File: src/rtl/note_delta_stream_encoder_unit_defines.svh
// ----------------------------------------------------------------------------
// Assertion macros for the note delta stream encoder
// Shared checks are written through these macros, clocked on clk_i and
// disabled while rst_ni is low.
// ----------------------------------------------------------------------------
`ifndef NOTE_DELTA_STREAM_ENCODER_UNIT_DEFINES_SVH
`define NOTE_DELTA_STREAM_ENCODER_UNIT_DEFINES_SVH

// The consequent must hold in the same cycle as the antecedent.
`define NDS_ASSERT_SAME(label, ante, cons, msg) \
  label: assert property (@(posedge clk_i) disable iff (!rst_ni) (ante) |-> (cons)) \
    else $error(msg);

// The consequent must hold in the cycle after the antecedent.
`define NDS_ASSERT_NEXT(label, ante, cons, msg) \
  label: assert property (@(posedge clk_i) disable iff (!rst_ni) (ante) |=> (cons)) \
    else $error(msg);

`endif

File: src/rtl/nds_pkg.sv
// ----------------------------------------------------------------------------
// nds_pkg
// Types and constants shared by the note delta stream encoder modules.
// ----------------------------------------------------------------------------
package nds_pkg;

  // Longest delta run in bytes and the largest delta that fits in it.
  localparam int MaxDeltaBytes = 61;
  localparam int DeltaCap      = MaxDeltaBytes * 255 - 1;
  localparam int DeltaW        = $clog2(DeltaCap + 1);

  localparam logic [7:0] FullByte    = 8'hFF;
  localparam logic [7:0] EndByte     = 8'hFF;
  localparam logic [7:0] MarkerPitch = 8'd128;
  localparam logic [7:0] LastFlag    = 8'h80;

  localparam int PaddrW = 4;

  typedef enum logic [1:0] {
    REG_TRANSPOSE,
    REG_LOWEST,
    REG_HIGHEST,
    REG_OFFSET
  } reg_idx_e;

  // Which byte source the datapath drives into the output register.
  typedef enum logic [1:0] {
    PH_CLOSE,
    PH_DELTA,
    PH_HELD,
    PH_TAIL
  } phase_e;

  typedef struct packed {
    logic [7:0] transpose_amount;
    logic [6:0] lowest_valid;
    logic [6:0] highest_valid;
    logic [6:0] pitch_offset;
  } cfg_t;

  typedef struct packed {
    logic   load;
    logic   emit;
    phase_e phase;
    logic   last;
  } cmd_t;

  typedef struct packed {
    logic send_close;
    logic send_delta;
    logic send_held;
    logic send_tail;
    logic delta_big;
    logic out_free;
  } sts_t;

endpackage

File: src/rtl/nds_dp.sv
// ----------------------------------------------------------------------------
// nds_dp
// Datapath: pitch filter, song state, byte plan of the current item, delta
// counter and the output register.
// ----------------------------------------------------------------------------
module nds_dp (
  input  logic           clk_i,
  input  logic           rst_ni,
  input  nds_pkg::cmd_t  cmd_i,
  output nds_pkg::sts_t  sts_o,
  input  nds_pkg::cfg_t  cfg_i,
  input  logic           operation_i,
  input  logic [15:0]    tick_i,
  input  logic [7:0]     pitch_i,
  input  logic           last_in_tick_i,
  output logic           out_valid_o,
  input  logic           out_stall_i,
  output logic [7:0]     data_byte_o,
  output logic           last_o,
  output logic           delta_clamped_o
);
  import nds_pkg::*;

  // Song state.
  logic [15:0] prev_tick_q;
  logic        group_open_q;
  logic        held_valid_q;
  logic [7:0]  held_byte_q;

  // Plan of the item being sent.
  logic              send_close_q, send_delta_q, send_held_q, send_tail_q;
  logic [7:0]        close_byte_q, held_out_q, tail_byte_q;
  logic [DeltaW-1:0] cnt_q;
  logic              clamped_q;

  // Output register.
  logic       out_valid_q;
  logic [7:0] data_q;
  logic       last_q;
  logic       clamp_out_q;

  logic [9:0]        shifted;
  logic              in_range, kept;
  logic [7:0]        code;
  logic              changed, open_after, backwards, over;
  logic [15:0]       diff;
  logic [DeltaW-1:0] delta;
  logic              send_close, send_delta, send_held, send_tail;
  logic [7:0]        tail_byte, emit_byte;

  always_comb begin
    shifted  = {2'b00, pitch_i} + {{2{cfg_i.transpose_amount[7]}}, cfg_i.transpose_amount};
    in_range = !shifted[9] && (shifted[8:0] >= {2'b00, cfg_i.lowest_valid})
                           && (shifted[8:0] <= {2'b00, cfg_i.highest_valid});
    kept     = (pitch_i == MarkerPitch) || in_range;
    code     = (pitch_i == MarkerPitch) ? MarkerPitch
                                        : shifted[7:0] - {1'b0, cfg_i.pitch_offset};

    changed    = tick_i != prev_tick_q;
    open_after = !operation_i && group_open_q && !changed;
    backwards  = tick_i < prev_tick_q;
    diff       = tick_i - prev_tick_q;
    over       = diff > 16'(DeltaCap);
    if (backwards) begin
      delta = '0;
    end else if (over) begin
      delta = DeltaW'(DeltaCap);
    end else begin
      delta = diff[DeltaW-1:0];
    end

    send_close = held_valid_q && (operation_i || changed);
    send_delta = operation_i || (kept && !open_after);
    send_held  = !operation_i && kept && open_after && held_valid_q;
    send_tail  = operation_i || (last_in_tick_i && (kept || (open_after && held_valid_q)));
    tail_byte  = operation_i ? EndByte : ((kept ? code : held_byte_q) | LastFlag);
  end

  always_ff @(posedge clk_i or negedge rst_ni) begin
    if (!rst_ni) begin
      prev_tick_q  <= '0;
      group_open_q <= 1'b0;
      held_valid_q <= 1'b0;
      held_byte_q  <= '0;
    end else if (cmd_i.load) begin
      if (operation_i) begin
        prev_tick_q  <= '0;
        group_open_q <= 1'b0;
        held_valid_q <= 1'b0;
        held_byte_q  <= '0;
      end else begin
        if (send_delta) begin
          prev_tick_q <= tick_i;
        end
        group_open_q <= (open_after || kept) && !last_in_tick_i;
        held_valid_q <= (kept || (open_after && held_valid_q)) && !last_in_tick_i;
        if (kept) begin
          held_byte_q <= code;
        end
      end
    end
  end

  always_ff @(posedge clk_i or negedge rst_ni) begin
    if (!rst_ni) begin
      send_close_q <= 1'b0;
      send_delta_q <= 1'b0;
      send_held_q  <= 1'b0;
      send_tail_q  <= 1'b0;
    end else if (cmd_i.load) begin
      send_close_q <= send_close;
      send_delta_q <= send_delta;
      send_held_q  <= send_held;
      send_tail_q  <= send_tail;
    end
  end

  always_ff @(posedge clk_i) begin
    if (cmd_i.load) begin
      close_byte_q <= held_byte_q | LastFlag;
      held_out_q   <= held_byte_q;
      tail_byte_q  <= tail_byte;
      cnt_q        <= delta;
      clamped_q    <= send_delta && (backwards || over);
    end else if (cmd_i.emit && cmd_i.phase == PH_DELTA && sts_o.delta_big) begin
      cnt_q <= cnt_q - DeltaW'(255);
    end
  end

  always_comb begin
    unique case (cmd_i.phase)
      PH_CLOSE: emit_byte = close_byte_q;
      PH_DELTA: emit_byte = sts_o.delta_big ? FullByte : cnt_q[7:0];
      PH_HELD:  emit_byte = held_out_q;
      PH_TAIL:  emit_byte = tail_byte_q;
      default:  emit_byte = tail_byte_q;
    endcase
  end

  always_ff @(posedge clk_i or negedge rst_ni) begin
    if (!rst_ni) begin
      out_valid_q <= 1'b0;
    end else if (cmd_i.emit) begin
      out_valid_q <= 1'b1;
    end else if (!out_stall_i) begin
      out_valid_q <= 1'b0;
    end
  end

  always_ff @(posedge clk_i) begin
    if (cmd_i.emit) begin
      data_q      <= emit_byte;
      last_q      <= cmd_i.last;
      clamp_out_q <= clamped_q;
    end
  end

  always_comb begin
    sts_o.send_close = send_close_q;
    sts_o.send_delta = send_delta_q;
    sts_o.send_held  = send_held_q;
    sts_o.send_tail  = send_tail_q;
    sts_o.delta_big  = cnt_q >= DeltaW'(255);
    sts_o.out_free   = !out_valid_q || !out_stall_i;
  end

  assign out_valid_o     = out_valid_q;
  assign data_byte_o     = data_q;
  assign last_o          = last_q;
  assign delta_clamped_o = clamp_out_q;

endmodule

File: src/rtl/nds_ctrl.sv
// ----------------------------------------------------------------------------
// nds_ctrl
// Controller: accepts an item, then walks the byte plan in stream order,
// one byte per cycle whenever the output register has room.
// ----------------------------------------------------------------------------
`include "note_delta_stream_encoder_unit_defines.svh"

module nds_ctrl (
  input  logic          clk_i,
  input  logic          rst_ni,
  input  logic          in_valid_i,
  output logic          in_stall_o,
  input  nds_pkg::sts_t sts_i,
  output nds_pkg::cmd_t cmd_o
);
  import nds_pkg::*;

  typedef enum logic [2:0] {
    ST_IDLE,
    ST_DISP,
    ST_CLOSE,
    ST_DELTA,
    ST_HELD,
    ST_TAIL
  } state_e;

  state_e state_q, state_d;
  state_e after_close, after_delta, after_held;

  always_comb begin
    after_held  = sts_i.send_tail ? ST_TAIL : ST_IDLE;
    after_delta = sts_i.send_held ? ST_HELD : after_held;
    after_close = sts_i.send_delta ? ST_DELTA : after_delta;
  end

  always_comb begin
    state_d    = state_q;
    cmd_o      = '0;
    cmd_o.phase = PH_CLOSE;
    unique case (state_q)
      ST_IDLE: begin
        if (in_valid_i) begin
          cmd_o.load = 1'b1;
          state_d    = ST_DISP;
        end
      end
      ST_DISP: begin
        state_d = sts_i.send_close ? ST_CLOSE : after_close;
      end
      ST_CLOSE: begin
        cmd_o.phase = PH_CLOSE;
        if (sts_i.out_free) begin
          cmd_o.emit = 1'b1;
          cmd_o.last = after_close == ST_IDLE;
          state_d    = after_close;
        end
      end
      ST_DELTA: begin
        cmd_o.phase = PH_DELTA;
        if (sts_i.out_free) begin
          cmd_o.emit = 1'b1;
          cmd_o.last = !sts_i.delta_big && after_delta == ST_IDLE;
          if (!sts_i.delta_big) begin
            state_d = after_delta;
          end
        end
      end
      ST_HELD: begin
        cmd_o.phase = PH_HELD;
        if (sts_i.out_free) begin
          cmd_o.emit = 1'b1;
          cmd_o.last = after_held == ST_IDLE;
          state_d    = after_held;
        end
      end
      ST_TAIL: begin
        cmd_o.phase = PH_TAIL;
        if (sts_i.out_free) begin
          cmd_o.emit = 1'b1;
          cmd_o.last = 1'b1;
          state_d    = ST_IDLE;
        end
      end
      default: begin
        state_d = ST_IDLE;
      end
    endcase
  end

  always_ff @(posedge clk_i or negedge rst_ni) begin
    if (!rst_ni) begin
      state_q <= ST_IDLE;
    end else begin
      state_q <= state_d;
    end
  end

  assign in_stall_o = state_q != ST_IDLE;

  `NDS_ASSERT_SAME(a_emit_needs_room, cmd_o.emit, sts_i.out_free, "byte emitted into a full output register")
  `NDS_ASSERT_NEXT(a_load_dispatches, cmd_o.load, state_q == ST_DISP, "accepted item was not dispatched")
  `NDS_ASSERT_NEXT(a_delta_run_stays, state_q == ST_DELTA && cmd_o.emit && sts_i.delta_big, state_q == ST_DELTA, "delta run left before its final byte")
  `NDS_ASSERT_SAME(a_tail_is_last, cmd_o.emit && cmd_o.phase == PH_TAIL, cmd_o.last, "tail byte not marked last")

endmodule

File: src/rtl/note_delta_stream_encoder_unit.sv
// ----------------------------------------------------------------------------
// note_delta_stream_encoder_unit
// Encodes note events into a byte stream of tick deltas and note codes.
// ----------------------------------------------------------------------------
// After acceptance an item passes the dispatch state; each byte state then registers one byte.
// An item sends 0 to 63 bytes, one byte a cycle while the output register has room.
// The delta run of up to 61 bytes is produced by a counter, one byte per cycle while not stalled.
// Output stalls add cycles; the next item is taken in the cycle after the last byte is registered.
// Reset is asynchronous and active low; it returns config, control, output valid and song state to defaults.
// ----------------------------------------------------------------------------
module note_delta_stream_encoder_unit (
  input  logic                      clk_i,
  input  logic                      rst_ni,
  // Configuration port.
  input  logic                      psel,
  input  logic                      penable,
  input  logic                      pwrite,
  input  logic [nds_pkg::PaddrW-1:0] paddr,
  input  logic [31:0]               pwdata,
  output logic [31:0]               prdata,
  output logic                      pready,
  // Input items.
  input  logic                      in_valid_i,
  output logic                      in_stall_o,
  input  logic                      operation_i,
  input  logic [15:0]               tick_i,
  input  logic [7:0]                pitch_i,
  input  logic                      last_in_tick_i,
  // Result items.
  output logic                      out_valid_o,
  input  logic                      out_stall_i,
  output logic [7:0]                data_byte_o,
  output logic                      last_o,
  output logic                      delta_clamped_o
);
  import nds_pkg::*;

  cfg_t     cfg_q;
  reg_idx_e reg_idx;
  cmd_t     cmd;
  sts_t     sts;

  // The register file never waits; every access completes in its access cycle.
  assign pready  = 1'b1;
  assign reg_idx = reg_idx_e'(paddr[PaddrW-1:2]);

  // The user must see that registers are written only while no item is in flight,
  // so the datapath reads them directly; the block itself does not enforce this.
  always_ff @(posedge clk_i or negedge rst_ni) begin
    if (!rst_ni) begin
      cfg_q.transpose_amount <= 8'd0;
      cfg_q.lowest_valid     <= 7'd0;
      cfg_q.highest_valid    <= 7'd127;
      cfg_q.pitch_offset     <= 7'd0;
    end else if (psel && penable && pwrite && pready) begin
      unique case (reg_idx)
        REG_TRANSPOSE: cfg_q.transpose_amount <= pwdata[7:0];
        REG_LOWEST:    cfg_q.lowest_valid     <= pwdata[6:0];
        REG_HIGHEST:   cfg_q.highest_valid    <= pwdata[6:0];
        REG_OFFSET:    cfg_q.pitch_offset     <= pwdata[6:0];
        default:       cfg_q.pitch_offset     <= cfg_q.pitch_offset;
      endcase
    end
  end

  always_comb begin
    unique case (reg_idx)
      REG_TRANSPOSE: prdata = {24'd0, cfg_q.transpose_amount};
      REG_LOWEST:    prdata = {25'd0, cfg_q.lowest_valid};
      REG_HIGHEST:   prdata = {25'd0, cfg_q.highest_valid};
      REG_OFFSET:    prdata = {25'd0, cfg_q.pitch_offset};
      default:       prdata = 32'd0;
    endcase
  end

  // The controller sequences the bytes of one item at a time; the datapath
  // computes the whole byte plan and the new song state when the item loads.
  nds_ctrl u_ctrl (
    .clk_i      (clk_i),
    .rst_ni     (rst_ni),
    .in_valid_i (in_valid_i),
    .in_stall_o (in_stall_o),
    .sts_i      (sts),
    .cmd_o      (cmd)
  );

  nds_dp u_dp (
    .clk_i           (clk_i),
    .rst_ni          (rst_ni),
    .cmd_i           (cmd),
    .sts_o           (sts),
    .cfg_i           (cfg_q),
    .operation_i     (operation_i),
    .tick_i          (tick_i),
    .pitch_i         (pitch_i),
    .last_in_tick_i  (last_in_tick_i),
    .out_valid_o     (out_valid_o),
    .out_stall_i     (out_stall_i),
    .data_byte_o     (data_byte_o),
    .last_o          (last_o),
    .delta_clamped_o (delta_clamped_o)
  );

endmodule

File: config.mk
export PLATFORM = sky130hd
export DESIGN_NAME = note_delta_stream_encoder_unit
export DESIGN_NICKNAME = d
export VERILOG_FILES = /design/src/rtl/nds_pkg.sv /design/src/rtl/nds_dp.sv /design/src/rtl/nds_ctrl.sv /design/src/rtl/note_delta_stream_encoder_unit.sv
export VERILOG_INCLUDE_DIRS = /design/src /design/src/rtl
export SDC_FILE = /design/constraint.sdc
export NUM_CORES = 1
export LEC_CHECK = 0
export ABC_AREA = 1
export BUFFER_PORTS_ARGS = -buffer_cell sky130_fd_sc_hd__buf_2
export CAP_MARGIN = 10
export CORE_MARGIN = 2
export CORE_UTILIZATION = 58
export CTS_CLUSTER_DIAMETER = 80
export DETAILED_ROUTE_END_ITERATION = 12
export PLACE_DENSITY = 0.81
export SLEW_MARGIN = 15
export SYNTH_ARGS = -nofsm -noshare
export SYNTH_HDL_FRONTEND = slang
export SYNTH_SLANG_ARGS = --single-unit
File: constraint.sdc
create_clock -name clk_i -period 3.7 [get_ports clk_i]
set_input_delay 0.185 -clock clk_i [delete_from_list [all_inputs] [get_ports clk_i]]
set_output_delay 0.185 -clock clk_i [all_outputs]
set_load 0.01 [all_outputs]
==> results of run 1 <==
[stage by stage]
step,hold slack (ns),cell area (µm²),instances,power [W]
final,0.0760,8170,1263,0.00544
after global routing,0.104,8170,1263,0.00590
after CTS,0.0704,8130,1260,0.00541
after detailed placement,0.346,7810,1243,0.00440
after global placement,0.338,7810,1243,0.00431
after floorplan,-0.111,7550,1049,0.00381
[kinds of logic (layout without fill, tap and decap cells)]
kind of cell | count (synthesis) | count (layout) | synth area share [%]
AND/OR/NAND/NOR | 537 | 538 | 31.6
buffers and inverters | 213 | 254 | 12.4
AO/OA/AOI/OAI | 109 | 109 | 8.44
flip-flops | 103 | 103 | 37.4
adder cells (fa/ha/maj) | 50 | 50 | 8.69
XOR/XNOR | 12 | 12 | 1.41
other | 2 | 25 | 0.101
[cell type report]
| class | count | share of cell area (%) |
|---|---|---|
| clock inverters | 7 | 1.04 |
| flip-flops and latches | 103 | 34.1 |
| repair buffers | 69 | 4.52 |
| multi-input cells | 734 | 47.2 |
| clock buffers | 9 | 2.76 |
| well taps | 172 | 2.63 |
| inverters | 169 | 7.76 |
[how the worst max path moves through the flow]
stage | startpoint | endpoint | slack, ns | cells past startpoint
after floorplan | cfg_q[21] | u_dp.tail_byte_q[2] | 0.59 | 20
after global placement | cfg_q[21] | u_dp.prev_tick_q[11] | 0.22 | 21
after detailed placement | cfg_q[21] | u_dp.prev_tick_q[9] | 0.16 | 20
after CTS | cfg_q[21] | u_dp.prev_tick_q[5] | 0.08 | 21
after global routing | cfg_q[21] | u_dp.prev_tick_q[1] | -0.01 | 21
final | cfg_q[21] | u_dp.prev_tick_q[13] | 0.20 | 21
[cell usage in the layout (no fill, tap or decap), types with 11 or more instances in the layout]
cell,netlist,routed
a21oi_1,29,29
buf_2,2,62
conb_1,2,25
dfrtp_1,56,56
edfxtp_1,40,40
ha_1,47,47
inv_1,165,165
nand2_1,306,306
nand3_1,60,60
nand4_1,37,37
nor2_1,90,90
o2111ai_1,11,11
o21ai_0,51,49
[worst max-delay path: stages (launching register included)]
cell and delay [ns]:
dfrtp_1 0.38, ha_1 0.23, inv_1 0.09, fa_1 0.40, o21ai_1 0.20, nand2_1 0.14, xnor2_2 0.25, ha_1 0.29
nand2_1 0.09, nor2_1 0.08, nand2_1 0.09, nand3_1 0.07, nand2_1 0.06, nand2_1 0.05, nand2_1 0.08, nand2_2 0.06
nor2_4 0.14, nand2_4 0.09, nand3_4 0.15, nand3_2 0.26, nand2_1 0.15, nand2_1 0.05
[routing by layer]
layer / part of all wire, % / up-vias / wire length, µm / GRT usage, %
met5: 0 / - / 0 / 0
met2: 45 / 194 / 7640 / 40.0
li1: - / 3377 / - / -
met4: 2.1 / 0 / 345 / 8.58
met3: 5.2 / 21 / 873 / 3.94
met1: 47 / 2998 / 7960 / 34.7
[sequential cells by signal (all words and copies together) (netlist names), 3 cells and up]
register          flops
u_dp.tail_byte_q      7
u_dp.held_out_q       8
u_ctrl.state_q        3
u_dp.data_byte_o      8
u_dp.held_byte_q      8
u_dp.prev_tick_q     16
u_dp.cnt_q           14
cfg_q                29
[where the power goes]
part | total (W) | internal (W) | switching [W]
Sequential | 0.00178 | 0.00159 | 0.000184
Combinational | 0.00267 | 0.000947 | 0.00172
Clock | 0.000992 | 0.000539 | 0.000453
Total | 0.00544 | 0.00308 | 0.00236
[timing repair]
item / 4_1_cts / 5_1_grt
setup buffers: 0 / 2
hold endpoints to repair: 34 / 0
hold buffers: 1 / 0
resized for setup: 0 / 4
endpoints found under the setup margin: 0 / 32
==> results by stage, run 1 <==
Hold path:
- The endpoint with the worst hold slack is u_dp.out_valid_o.
- The startpoint identified for the worst hold timing path is out_stall_i.
- The worst hold path cell count is 3.
- The path type of the worst min-delay path is in -> reg.

Timing:
- The actual slew at the worst max-slew pin is 0.892 ns.
- The share of the clock period used by the worst path is 94.7%.
- Adding up every negative setup slack in the final design gives 0 ns.
- Based on the critical path, the design can be clocked at up to 0.285 GHz.
- Setup repair after global routing could not meet its margin everywhere.
- The final number of max-transition violations is 0.
- The setup slack of the critical path after layout is 0.196 ns.
- For the finished layout, the period the worst path requires is 3.50 ns.
- The total count of hold-check failures in the final report is 0.
- The worst pin sits at a relative slew slack of 40.6%.
- Across the routed clock network, the largest skew measured is 0.00578 ns.
- The setup-violating endpoint count in the final report is 0.

Place:
- The port buffer count is 62.
- The detailed placement HPWL is 12.8 mm.
- Timing analysis after detailed placement gives a worst setup slack of 0.155 ns.
- At the end of routability-driven placement, the weighted congestion stood at 0.945.

Clock tree:
- The clock reaches the later pin of the worst-skew pair after 0.36 ns.
- Counting every sink on the clock net gives 103.
- The H-tree generated during clock tree synthesis spans 3 levels.
- The cell at the root of the clock tree is clkbuf_16.
- The maximum clock insertion buffer count is 2.
- After clock tree synthesis, the clock-pin slew on the worst setup and hold paths is 0.07 ns.
- Buffers inserted during clock tree synthesis total 9.
- TritonCTS built the clock tree.

Power and ir drop:
- For this design the static power due to leakage is 4.30 nW.
- The power per cell area is 666 nW/µm².
- The worst vdd rail ir drop is 0.000512 V.

Finish:
- The share of cells above drive strength 1 is 11.9%.
- Once layout is complete, the utilization of the core stands at 65.0%.
- The post-layout net count is 1205.
- In the final layout, the multi-input gates occupy 3860 µm².
- The count of fill cells added during filler insertion is 1123.
- The number of antenna diodes in the final layout is 0.
- From synthesis to final layout, the design area changed by 9.58%.
- The sequential cells in the finished layout cover a total of 2790 µm².

Route:
- Once detail routing completed, the nets flagged for antenna violations numbered 0.
- The initial DRC count is 529.
- The post-detailed-routing wire length is 16.8 mm.
- The first detailed-routing pass took 6 iterations.
- The total via count in the routed design is 6590.
- After detailed routing, the number of vias per cell comes to 5.22.
- The DRC violation count after routing is 0.
- The routed wire length per instance is 13.3 µm.

Global route:
- The via count of the first global-routing pass was 5998.
- The global-route wire length before repair is 28.0 mm.
- For this run, the total global-route usage over all layers was measured as 25.0%.
- The number of antenna violations at the first check in global routing is 0.
- The maximum number of pins on one net before global-route repair is 42.
- Global routing finished with a remaining overflow of 0.

Yosys:
- Summed over its instances, the top area cell type makes up 18.8% of the synthesized netlist area.
- The mapped cell area is 7460 µm².
- The flop and latch count out of synthesis is 103.
- Ranked by instance count, the synthesized netlist is headed by nand2_1, inv_1, nor2_1, nand3_1, dfrtp_1.
- Summing the sequential cell areas from Yosys gives 37.4% of the chip area.
- The most common cell in the synthesized netlist is nand2_1.
- Summed over all instances, the cell type with the most area after synthesis is dfrtp_1.
- Yosys mapped the design onto 44 distinct sky130hd cell types.
- The synthesized design contains 40 enable-type register cells.
- The count of yosys warnings during synthesis is 0.
- In the synthesized netlist the dominant register cell turns out to be dfrtp_1.
- The post-synthesis cell count is 1026.
- The average cell area after synthesis is 7.27 µm².
- Yosys attributes the largest share of cell area to dfrtp_1, edfxtp_1, nand2_1.
- The share of async-settable or async-resettable flops after synthesis is 61.2%.

Worst setup path:
- The data arrival time of the worst path is 3.75 ns.
- The depth of the most critical reg-to-reg path is 21.
- The endpoint identified for the worst register-to-register timing path is u_dp.prev_tick_q[13].
- The internal reg-to-reg setup slack is 0.20 ns.
- In this run the critical register-to-register path is launched from cfg_q[21].
- The category of the worst setup path capture point is a flop.
- The setup path with the least slack is of type reg -> reg.
- At the worst endpoint, the required time is 3.95 ns.
- The worst-path maximum fanout is 8.
- STA classifies the critical path startpoint as a flop.

Job:
- The reported max-cap violation count is 0.

Status:
- The flow ran to the end, and the final reports show no timing, DRC or antenna violations.

Floorplanning:
- The width of the chip is 117 µm.
- The count of pins on the block boundary is 114.
- Once the floorplan was initialized, standard cells occupied 59.4% of the core.
- The height of the die is 117 µm.
- The area of the placeable core is 12600 µm².
- After floorplanning, the core was divided into 41 placement rows.
- The die covers 13800 µm².
(Power assumes the default switching activity.)
==> inputs of run 2 (changes only) <==
--- a/config.mk
+++ b/config.mk
@@ -6,7 +6,6 @@
 export SDC_FILE = /design/constraint.sdc
 export NUM_CORES = 1
 export LEC_CHECK = 0
-export ABC_AREA = 1
 export BUFFER_PORTS_ARGS = -buffer_cell sky130_fd_sc_hd__buf_2
 export CAP_MARGIN = 10
 export CORE_MARGIN = 2
==> constraint.sdc (replaced) <==
create_clock -name clk_i -period 3.7 [get_ports clk_i]
set_input_delay 0.37 -clock clk_i [delete_from_list [all_inputs] [get_ports clk_i]]
set_output_delay 0.37 -clock clk_i [all_outputs]
set_load 0.01 [all_outputs]
==> run 2 against run 1 <==
Net effect: the run now ends with setup timing left; worst setup slack got worse by 0.23 ns; die area fell by 2.4%; sequential cell count unchanged; final cell count shrank 22%; core utilization rose by 2.0 points; sequential power is 7% higher; clock power fell by 8.2%; first-iteration DRC count is 4.9% lower; critical path type unchanged; critical endpoint is now u_dp.prev_tick_q[0].
==> results by stage, run 2 <==
Floorplanning:
- The total number of placement rows came to 40 (-2.4%).
- The height of the die is 116 µm (-1.2%).
- The starting density of the core is 60.1% (+0.70 points).
- The count of pins on the block boundary came to 114 (unchanged).
- The area of the placeable core was 12100 µm² (-3.6%).
- The overall die area is 13500 µm² (-2.4%).
- The width of the chip was 116 µm (-1.2%).

Clock tree:
- The hold-fix buffer count after cts is 0 (-1).
- The maximum clock insertion buffer count came to 2 (unchanged).
- The clock transition at the register clock pins on the worst setup and hold paths after CTS came to 0.07 ns (about the same).
- The clock insertion delay at the later pin of the skew report came to 0.35 ns (about the same).
- The total CTS buffers was 9 (unchanged).
- The CTS sink count is 103 (unchanged).
- The level count of the clock H-tree came to 3 (unchanged).
- Clock tree synthesis selected as its root buffer the cell clkbuf_16.
- The CTS tree is done.

Worst setup path:
- The type of the worst setup path is reg -> reg.
- The worst-path maximum fanout is 7 (-1).
- The worst path required time is 3.94 ns (about the same).
- The endpoint identified for the worst register-to-register timing path is u_dp.prev_tick_q[0].
- The launching element type of the critical path is a flop.
- The data arrival time of the worst path is 3.97 ns (+0.22 ns).
- The worst reg2reg path startpoint is cfg_q[21].
- The internal reg-to-reg setup slack is -0.03 ns (-0.23 ns).
- The depth of the most critical reg-to-reg path came to 17 (-19%).
- The worst setup path is captured at a flop.

Global route:
- The via count of the first global-routing pass is 5724 (-4.6%).
- The number of antenna violations at the first check in global routing is 0 (unchanged).
- The overall track demand over capacity in global routing came to 26.7% (+1.7 points).
- The global-route wire length before repair is 28.1 mm (about the same).
- The global-route congestion overflow total is 0 (unchanged).
- The maximum number of pins on one net before global-route repair is 38 (-9.5%).

Yosys:
- The sequential cell area fraction in the yosys report came to 38.3% (+0.96 points).
- The flop and latch count out of synthesis is 103 (unchanged).
- The number of distinct library cells after synthesis is 85 (+93%).
- The share of async-settable or async-resettable flops after synthesis is 61.2% (unchanged).
- The most used flip-flop cell after synthesis is dfrtp_1.
- By area the synthesized netlist is led by dfrtp_1, edfxtp_1, ha_1.
- The area share of the leading cell type in the synthesized netlist is 19.3% (+0.48 points).
- The synthesized design spends more area on one cell type than any other, namely dfrtp_1.
- The count of yosys warnings during synthesis is 0 (unchanged).
- The post-synthesis cell count is 750 (-27%).
- The number of synthesized flops with an enable pin came to 40 (unchanged).
- The average cell area after synthesis is 9.70 µm² (+33%).
- The mapped cell area is 7270 µm² (-2.5%).
- The commonest cells after synthesis are inv_1, nand2_1, dfrtp_1, o21ai_0, ha_1.

Route:
- The DRC violation count after routing is 0 (unchanged).
- The post-detailed-routing wire length was 17.5 mm (+4.0%).
- The remaining antenna violation count after routing is 0 (unchanged).
- The initial DRC count is 503 (-4.9%).
- The via count normalized by instance count is 6.12 (+17%).
- The routed wire length per instance was 17.7 µm (+33%).
- The number of iterations in the first detailed-routing pass is 7 (+1).
- The total via count in the routed design came to 6061 (-8.0%).

Finish:
- The count of placed standard cells in the final layout, fillers left out is 990 (-22%).
- Compared with the post-synthesis result, the final layout area differs by 11.7%.
- The most common cell after layout, fill and taps aside is nand2_1.
- The most flop-heavy register is cfg_q.
- The flip-flop count of the largest register after layout was 29 (unchanged).
- The largest registers in the layout are cfg_q (29), u_dp.prev_tick_q (16), u_dp.cnt_q (14).
- The post-layout net count was 936 (-22%).
- The number of antenna repair diodes is 0 (unchanged).
- The share of cells above drive strength 1 is 21.7% (+9.7 points).
- The library cells used most frequently in the layout, excluding fill and tap cells, are nand2_1, inv_1, buf_2.

Timing:
- The worst relative slew slack was 40.5% (-0.060 points).
- The total count of hold-check failures in the final report was 0 (unchanged).
- The maximum achievable frequency is 0.268 GHz (-6.1%).
- The shortest clock period the worst path allows after layout is 3.73 ns (+0.226 ns).
- Setup repair after global routing could not meet its margin everywhere.
- The worst clock skew on the final layout was 0.00673 ns (+0.000954 ns).
- The setup slack of the critical path after layout was -0.0301 ns (-0.226 ns).
- The share of the clock period used by the worst path is 101% (+6.1 points).
- The actual slew at the worst max-slew pin is 0.889 ns (-0.00239 ns).
- The setup-violating endpoint count in the final report is 6 (+6).
- The final number of max-transition violations is 0 (unchanged).
- The final hold slack was 0.123 ns (+0.0469 ns).

Job:
- The reported max-cap violation count is 0 (unchanged).

Place:
- The detailed placement HPWL is 13.1 mm (+2.5%).
- The placer congestion estimate was 0.956 (+1.1%).
- The total instance count after detailed placement is 968 (-22%).
- The port buffer count was 62 (unchanged).

Status:
- The final reports fail on setup timing.
- The flow ran to the end, but the final reports show violations.

Power and ir drop:
- The worst vdd rail ir drop is 0.000359 V (-30%).
- The power per cell area is 718 nW/µm² (+7.8%).
- The static leakage came to 3.45 nW (-20%).

Hold path:
- The path type of the worst min-delay path is in -> async.
run 2: cell types whose count changed in the layout (fill, tap and decap cells not counted), sizes merged, moves of 18 or more:
| cell | delta |
|---|---|
| nor2 | -52 |
| nand3 | -56 |
| inv | -106 |
| buf | +22 |
| nand4 | -27 |
| mux2 | +18 |
| nand2 | -251 |
run 2: cells by family after synthesis:
group	Yosys count	share of synthesized area, %
multiplexers	26	5.09
XOR/XNOR	26	3.13
other	2	0.103
AO/OA/AOI/OAI	220	22.7
flip-flops	103	38.3
adder cells (fa/ha/maj)	50	8.91
buffers and inverters	122	8.05
AND/OR/NAND/NOR	201	13.7
run 2: final cells by class:
cell class	instances	area, µm²
inverters	65	244
clock inverters	7	56.3
repair buffers	90	532
well taps	168	210
flip-flops and latches	103	2790
fillers	955	3990
multi-input cells	548	4070
clock buffers	9	225
run 2: how the worst max path moves through the flow:
stage / from / to / slack [ns] / cells after the start
6_report: cfg_q[21] / u_dp.prev_tick_q[0] / -0.03 / 17
5_1_grt: cfg_q[21] / u_dp.prev_tick_q[0] / -0.09 / 17
3_3_place_gp: pitch_i[0] / u_dp.prev_tick_q[0] / -0.02 / 18
2_1_floorplan: pitch_i[0] / u_dp.tail_byte_q[0] / 0.15 / 17
3_5_place_dp: pitch_i[0] / u_dp.prev_tick_q[0] / -0.22 / 18
4_1_cts: cfg_q[21] / u_dp.prev_tick_q[0] / 0.01 / 18
run 2: metal layers:
| layer | vias to the layer above | wire [µm] | GRT usage, % |
|---|---|---|---|
| li1 | 2864 | - | - |
| met1 | 2896 | 7580 | 37.8 |
| met2 | 272 | 8240 | 41.9 |
| met3 | 29 | 1200 | 3.66 |
| met4 | 0 | 481 | 10.3 |
| met5 | - | 0 | 0 |
run 2: worst max-delay path, cell delays in order (launching register included):
cell	delay (ns)
dfrtp_1	0.40
ha_2	0.19
inv_2	0.06
fa_2	0.23
nor2b_4	0.05
o31a_2	0.29
o21a_1	0.20
nor2_4	0.18
xnor2_4	0.17
ha_4	0.25
a211oi_2	0.24
o21ai_1	0.12
a21oi_1	0.16
o221a_2	0.29
o211a_4	0.23
nor2_4	0.08
buf_6	0.16
a221o_1	0.32
run 2: report_power, final:
group	internal, W	total (W)	switching, W	leakage, nW
Sequential	0.00162	0.00190	0.000274	1.15
Combinational	0.00130	0.00303	0.00173	2.17
Clock	0.000463	0.000911	0.000447	0.130
Total	0.00338	0.00583	0.00245	3.45
run 2: metrics by stage:
stage / setup TNS, ns / setup WS [ns] / power, W / area [µm²] / util, %
after floorplan: 0 / 0.150 / 0.00398 / 7360 / -
after global placement: -0.0730 / -0.0219 / 0.00460 / 7700 / 63.6
after detailed placement: -3.64 / -0.217 / 0.00473 / 7700 / 63.6
after CTS: 0 / 0.0114 / 0.00570 / 8020 / 66.2
after global routing: -1.04 / -0.0934 / 0.00625 / 8130 / 67.1
final: -0.120 / -0.0301 / 0.00583 / 8130 / 67.1
run 2: what timing repair did:
item,4_1_cts,5_1_grt
endpoints found under the hold margin,0,0
pin swaps,2,9
buffers inserted,2,4
resized for setup,5,16
endpoints found under the setup margin,34,35
==> inputs of run 3 (changes only) <==
--- a/config.mk
+++ b/config.mk
@@ -13,6 +13,7 @@
 export CTS_CLUSTER_DIAMETER = 80
 export DETAILED_ROUTE_END_ITERATION = 12
 export PLACE_DENSITY = 0.81
+export REMOVE_ABC_BUFFERS = 1
 export SLEW_MARGIN = 15
 export SYNTH_ARGS = -nofsm -noshare
 export SYNTH_HDL_FRONTEND = slang
==> run 3 against run 2 <==
Net effect: the run now ends clean; clock power hardly changed; register-to-register slack better by 0.04 ns; routed wire length is 0.23% higher; sequential power hardly changed; worst setup slack better by 0.037 ns; power is 0.52% lower; core utilization is 0.41 points lower; clock skew is 0.00081 ns lower; maximum frequency is 0.99% higher; global-route usage is 0.26 points higher; critical path depth is 1 lower; largest cell class unchanged; largest power group unchanged; highest routed layer unchanged.
==> results by stage, run 3 (synthesis gave the netlist of run 2 again) <==
Status:
- The run finished with clean final reports.

Worst setup path:
- STA classifies the critical path endpoint as a flop.
- The worst path required time is 3.96 ns (+0.02 ns).
- The worst-path maximum fanout was 4 (-3).
- The data arrival time of the worst path is 3.96 ns (about the same).
- STA classifies the critical path startpoint as a flop.
- By startpoint and endpoint, the worst setup path is classified as reg -> reg.

Clock tree:
- The clock insertion delay at the later pin of the skew report is 0.35 ns (about the same).
- The total CTS buffers is 9 (unchanged).
- The maximum clock insertion buffer count is 2 (unchanged).
- TritonCTS built the clock tree.
- The CTS sink count was 103 (unchanged).
- Clock tree synthesis selected as its root buffer the cell clkbuf_16.
- The level count of the clock H-tree is 3 (unchanged).
- The clock transition at the register clock pins on the worst setup and hold paths after CTS is 0.07 ns (about the same).

Floorplanning:
- The starting density of the core is 60.1% (unchanged).
- The height of the die is 116 µm (unchanged).
- The count of pins on the block boundary is 114 (unchanged).
- The area of the placeable core is 12100 µm² (unchanged).
- The total number of placement rows is 40 (unchanged).
- The overall die area came to 13500 µm² (unchanged).
- The width of the chip is 116 µm (unchanged).

Route:
- The number of iterations in the first detailed-routing pass is 9 (+2).
- The post-detailed-routing wire length came to 17.5 mm (+0.23%).
- The DRC violation count after routing is 0 (unchanged).
- The initial DRC count is 506 (+0.60%).
- The total via count in the routed design is 6075 (+0.23%).
- The remaining antenna violation count after routing is 0 (unchanged).
- The routed wire length per instance is 17.8 µm (+0.64%).
- The via count normalized by instance count is 6.16 (+0.64%).

Hold path:
- The path type of the worst min-delay path is in -> async.

Global route:
- The maximum number of pins on one net before global-route repair is 34 (-11%).
- The number of antenna violations at the first check in global routing is 0 (unchanged).
- The via count of the first global-routing pass is 5753 (+0.51%).
- The overall track demand over capacity in global routing came to 26.9% (+0.26 points).
- The global-route wire length before repair is 28.1 mm (+0.27%).
- The global-route congestion overflow total is 0 (unchanged).

Finish:
- The summed area of non-filler cells in the final layout is 8080 µm² (-0.62%).
- The post-layout net count came to 932 (-0.43%).
- The largest registers in the layout are cfg_q (29), u_dp.prev_tick_q (16), u_dp.cnt_q (14).
- The most common cell after layout, fill and taps aside is nand2_1.
- The number of antenna repair diodes is 0 (unchanged).
- Compared with the post-synthesis result, the final layout area differs by 11.0%.
- Leaving out fill and tap cells, the most frequent cells in the layout are nand2_1, inv_1, buf_2.
- The flip-flop count of the largest register after layout is 29 (unchanged).
- The share of cells above drive strength 1 is 21.1% (-0.51 points).
- cfg_q holds more flip-flops than any other register.
- The count of placed standard cells in the final layout, fillers left out is 986 (-0.40%).

Timing:
- The worst clock skew on the final layout is 0.00592 ns (-0.000814 ns).
- The maximum achievable frequency is 0.271 GHz (+0.99%).
- The setup-violating endpoint count in the final report was 0 (-6).
- The actual slew at the worst max-slew pin is 0.861 ns (-0.0280 ns).
- The total negative slack came to 0 ns (+0.120 ns).
- The total count of hold-check failures in the final report is 0 (unchanged).
- The final number of max-transition violations came to 0 (unchanged).
- The final hold slack came to 0.0927 ns (-0.0301 ns).
- The shortest clock period the worst path allows after layout is 3.69 ns (-0.0367 ns).
- The worst relative slew slack is 42.6% (+2.1 points).
- The share of the clock period used by the worst path was 99.8% (-0.99 points).

Power and ir drop:
- The share of total power in combinational logic is 51.6% (-0.3 points).
- The net switching fraction of the power is 42.2% (+0.12 points).
- The worst vdd rail ir drop came to 0.000373 V (+4.0%).
- The static leakage came to 3.44 nW (-0.20%).
- The power per cell area is 719 nW/µm² (about the same).
- The sequential power share is 32.7% (+0.2 points).
- The clock group share of total power is 15.7% (about the same).
- The internal power contribution is 0.00336 W (-0.73%).
- The power dissipated by switching net loads is 0.00245 W (-0.22%).
- The power consumption came to 0.00580 W (-0.52%).

Job:
- The reported max-cap violation count was 0 (unchanged).

Place:
- The total instance count after detailed placement is 967 (-0.10%).
- The placer congestion estimate is 0.963 (+0.73%).
- The detailed placement HPWL is 13.0 mm (-0.72%).
- The port buffer count is 62 (unchanged).
- The placed instance area is 7710 µm² (about the same).
-- run 3: changes by cell type in the layout (fill, tap and decap cells not counted), sizes merged --
cell,delta
inv,+1
buf,-4
clkinv,+1
clkinvlp,-2
-- run 3: layout make-up --
type / count / area (µm²)
Timing Repair Buffer: 86 / 507
Fill cell: 973 / 4040
Sequential cell: 103 / 2790
Inverter: 65 / 244
Clock buffer: 9 / 225
Clock inverter: 7 / 55.1
Multi-Input combinational cell: 548 / 4050
Tap cell: 168 / 210
-- run 3: final timing paths --
path                                 from                   end  slack [ns]  depth (start not counted)
hold / removal                     rst_ni     u_ctrl.state_q[1]        0.09                          1
hold reg to reg            u_dp.clamped_q  u_dp.delta_clamped_o        0.43                          0
setup / recovery                cfg_q[21]  u_dp.prev_tick_q[13]       0.007                         16
min in group clk_i              pwdata[7]             cfg_q[28]        0.25                          2
setup reg to reg                cfg_q[21]  u_dp.prev_tick_q[13]       0.007                         16
max in group asynchronous          rst_ni             cfg_q[10]        2.64                          2
-- run 3: what timing repair did --
action / in CTS / in global routing
hold buffers: 0 / 0
pin swaps: 3 / 10
setup endpoints to repair: 25 / 35
buffers inserted: 1 / 2
resized for setup: 5 / 12
-- run 3: metrics by stage --
| stage | setup slack [ns] | utilization [%] |
|---|---|---|
| after floorplan | 0.111 | - |
| after global placement | -0.0422 | 63.6 |
| after detailed placement | -0.244 | 63.6 |
| after CTS | 0.0209 | 66.2 |
| after global routing | -0.0463 | 66.7 |
| final | 0.00653 | 66.7 |
-- run 3: metal layers --
layer	global-route usage, %	share of wire (%)
met5	0	0
met4	11.6	3.2
met3	3.14	7.3
met2	43.1	46
met1	37.4	43
-- run 3: power groups by stage --
stage                     logic (W)  registers (W)  clock network [W]
after floorplan             0.00203        0.00187                  0
after global placement      0.00269        0.00189                  0
after detailed placement    0.00280        0.00191                  0
after CTS                   0.00287        0.00189           0.000933
after global routing        0.00329        0.00194           0.000969
final                       0.00299        0.00190           0.000910
-- run 3: critical path: stages (launching register included) --
cell,delay [ns]
dfrtp_1,0.40
ha_2,0.19
inv_2,0.06
fa_2,0.22
nor2b_4,0.05
o31a_2,0.29
o21a_1,0.18
nor2_2,0.16
xnor2_2,0.14
ha_1,0.25
a2111oi_1,0.44
o21ai_1,0.15
o221a_2,0.20
o211a_4,0.18
buf_4,0.14
or4_1,0.47
o221ai_1,0.09
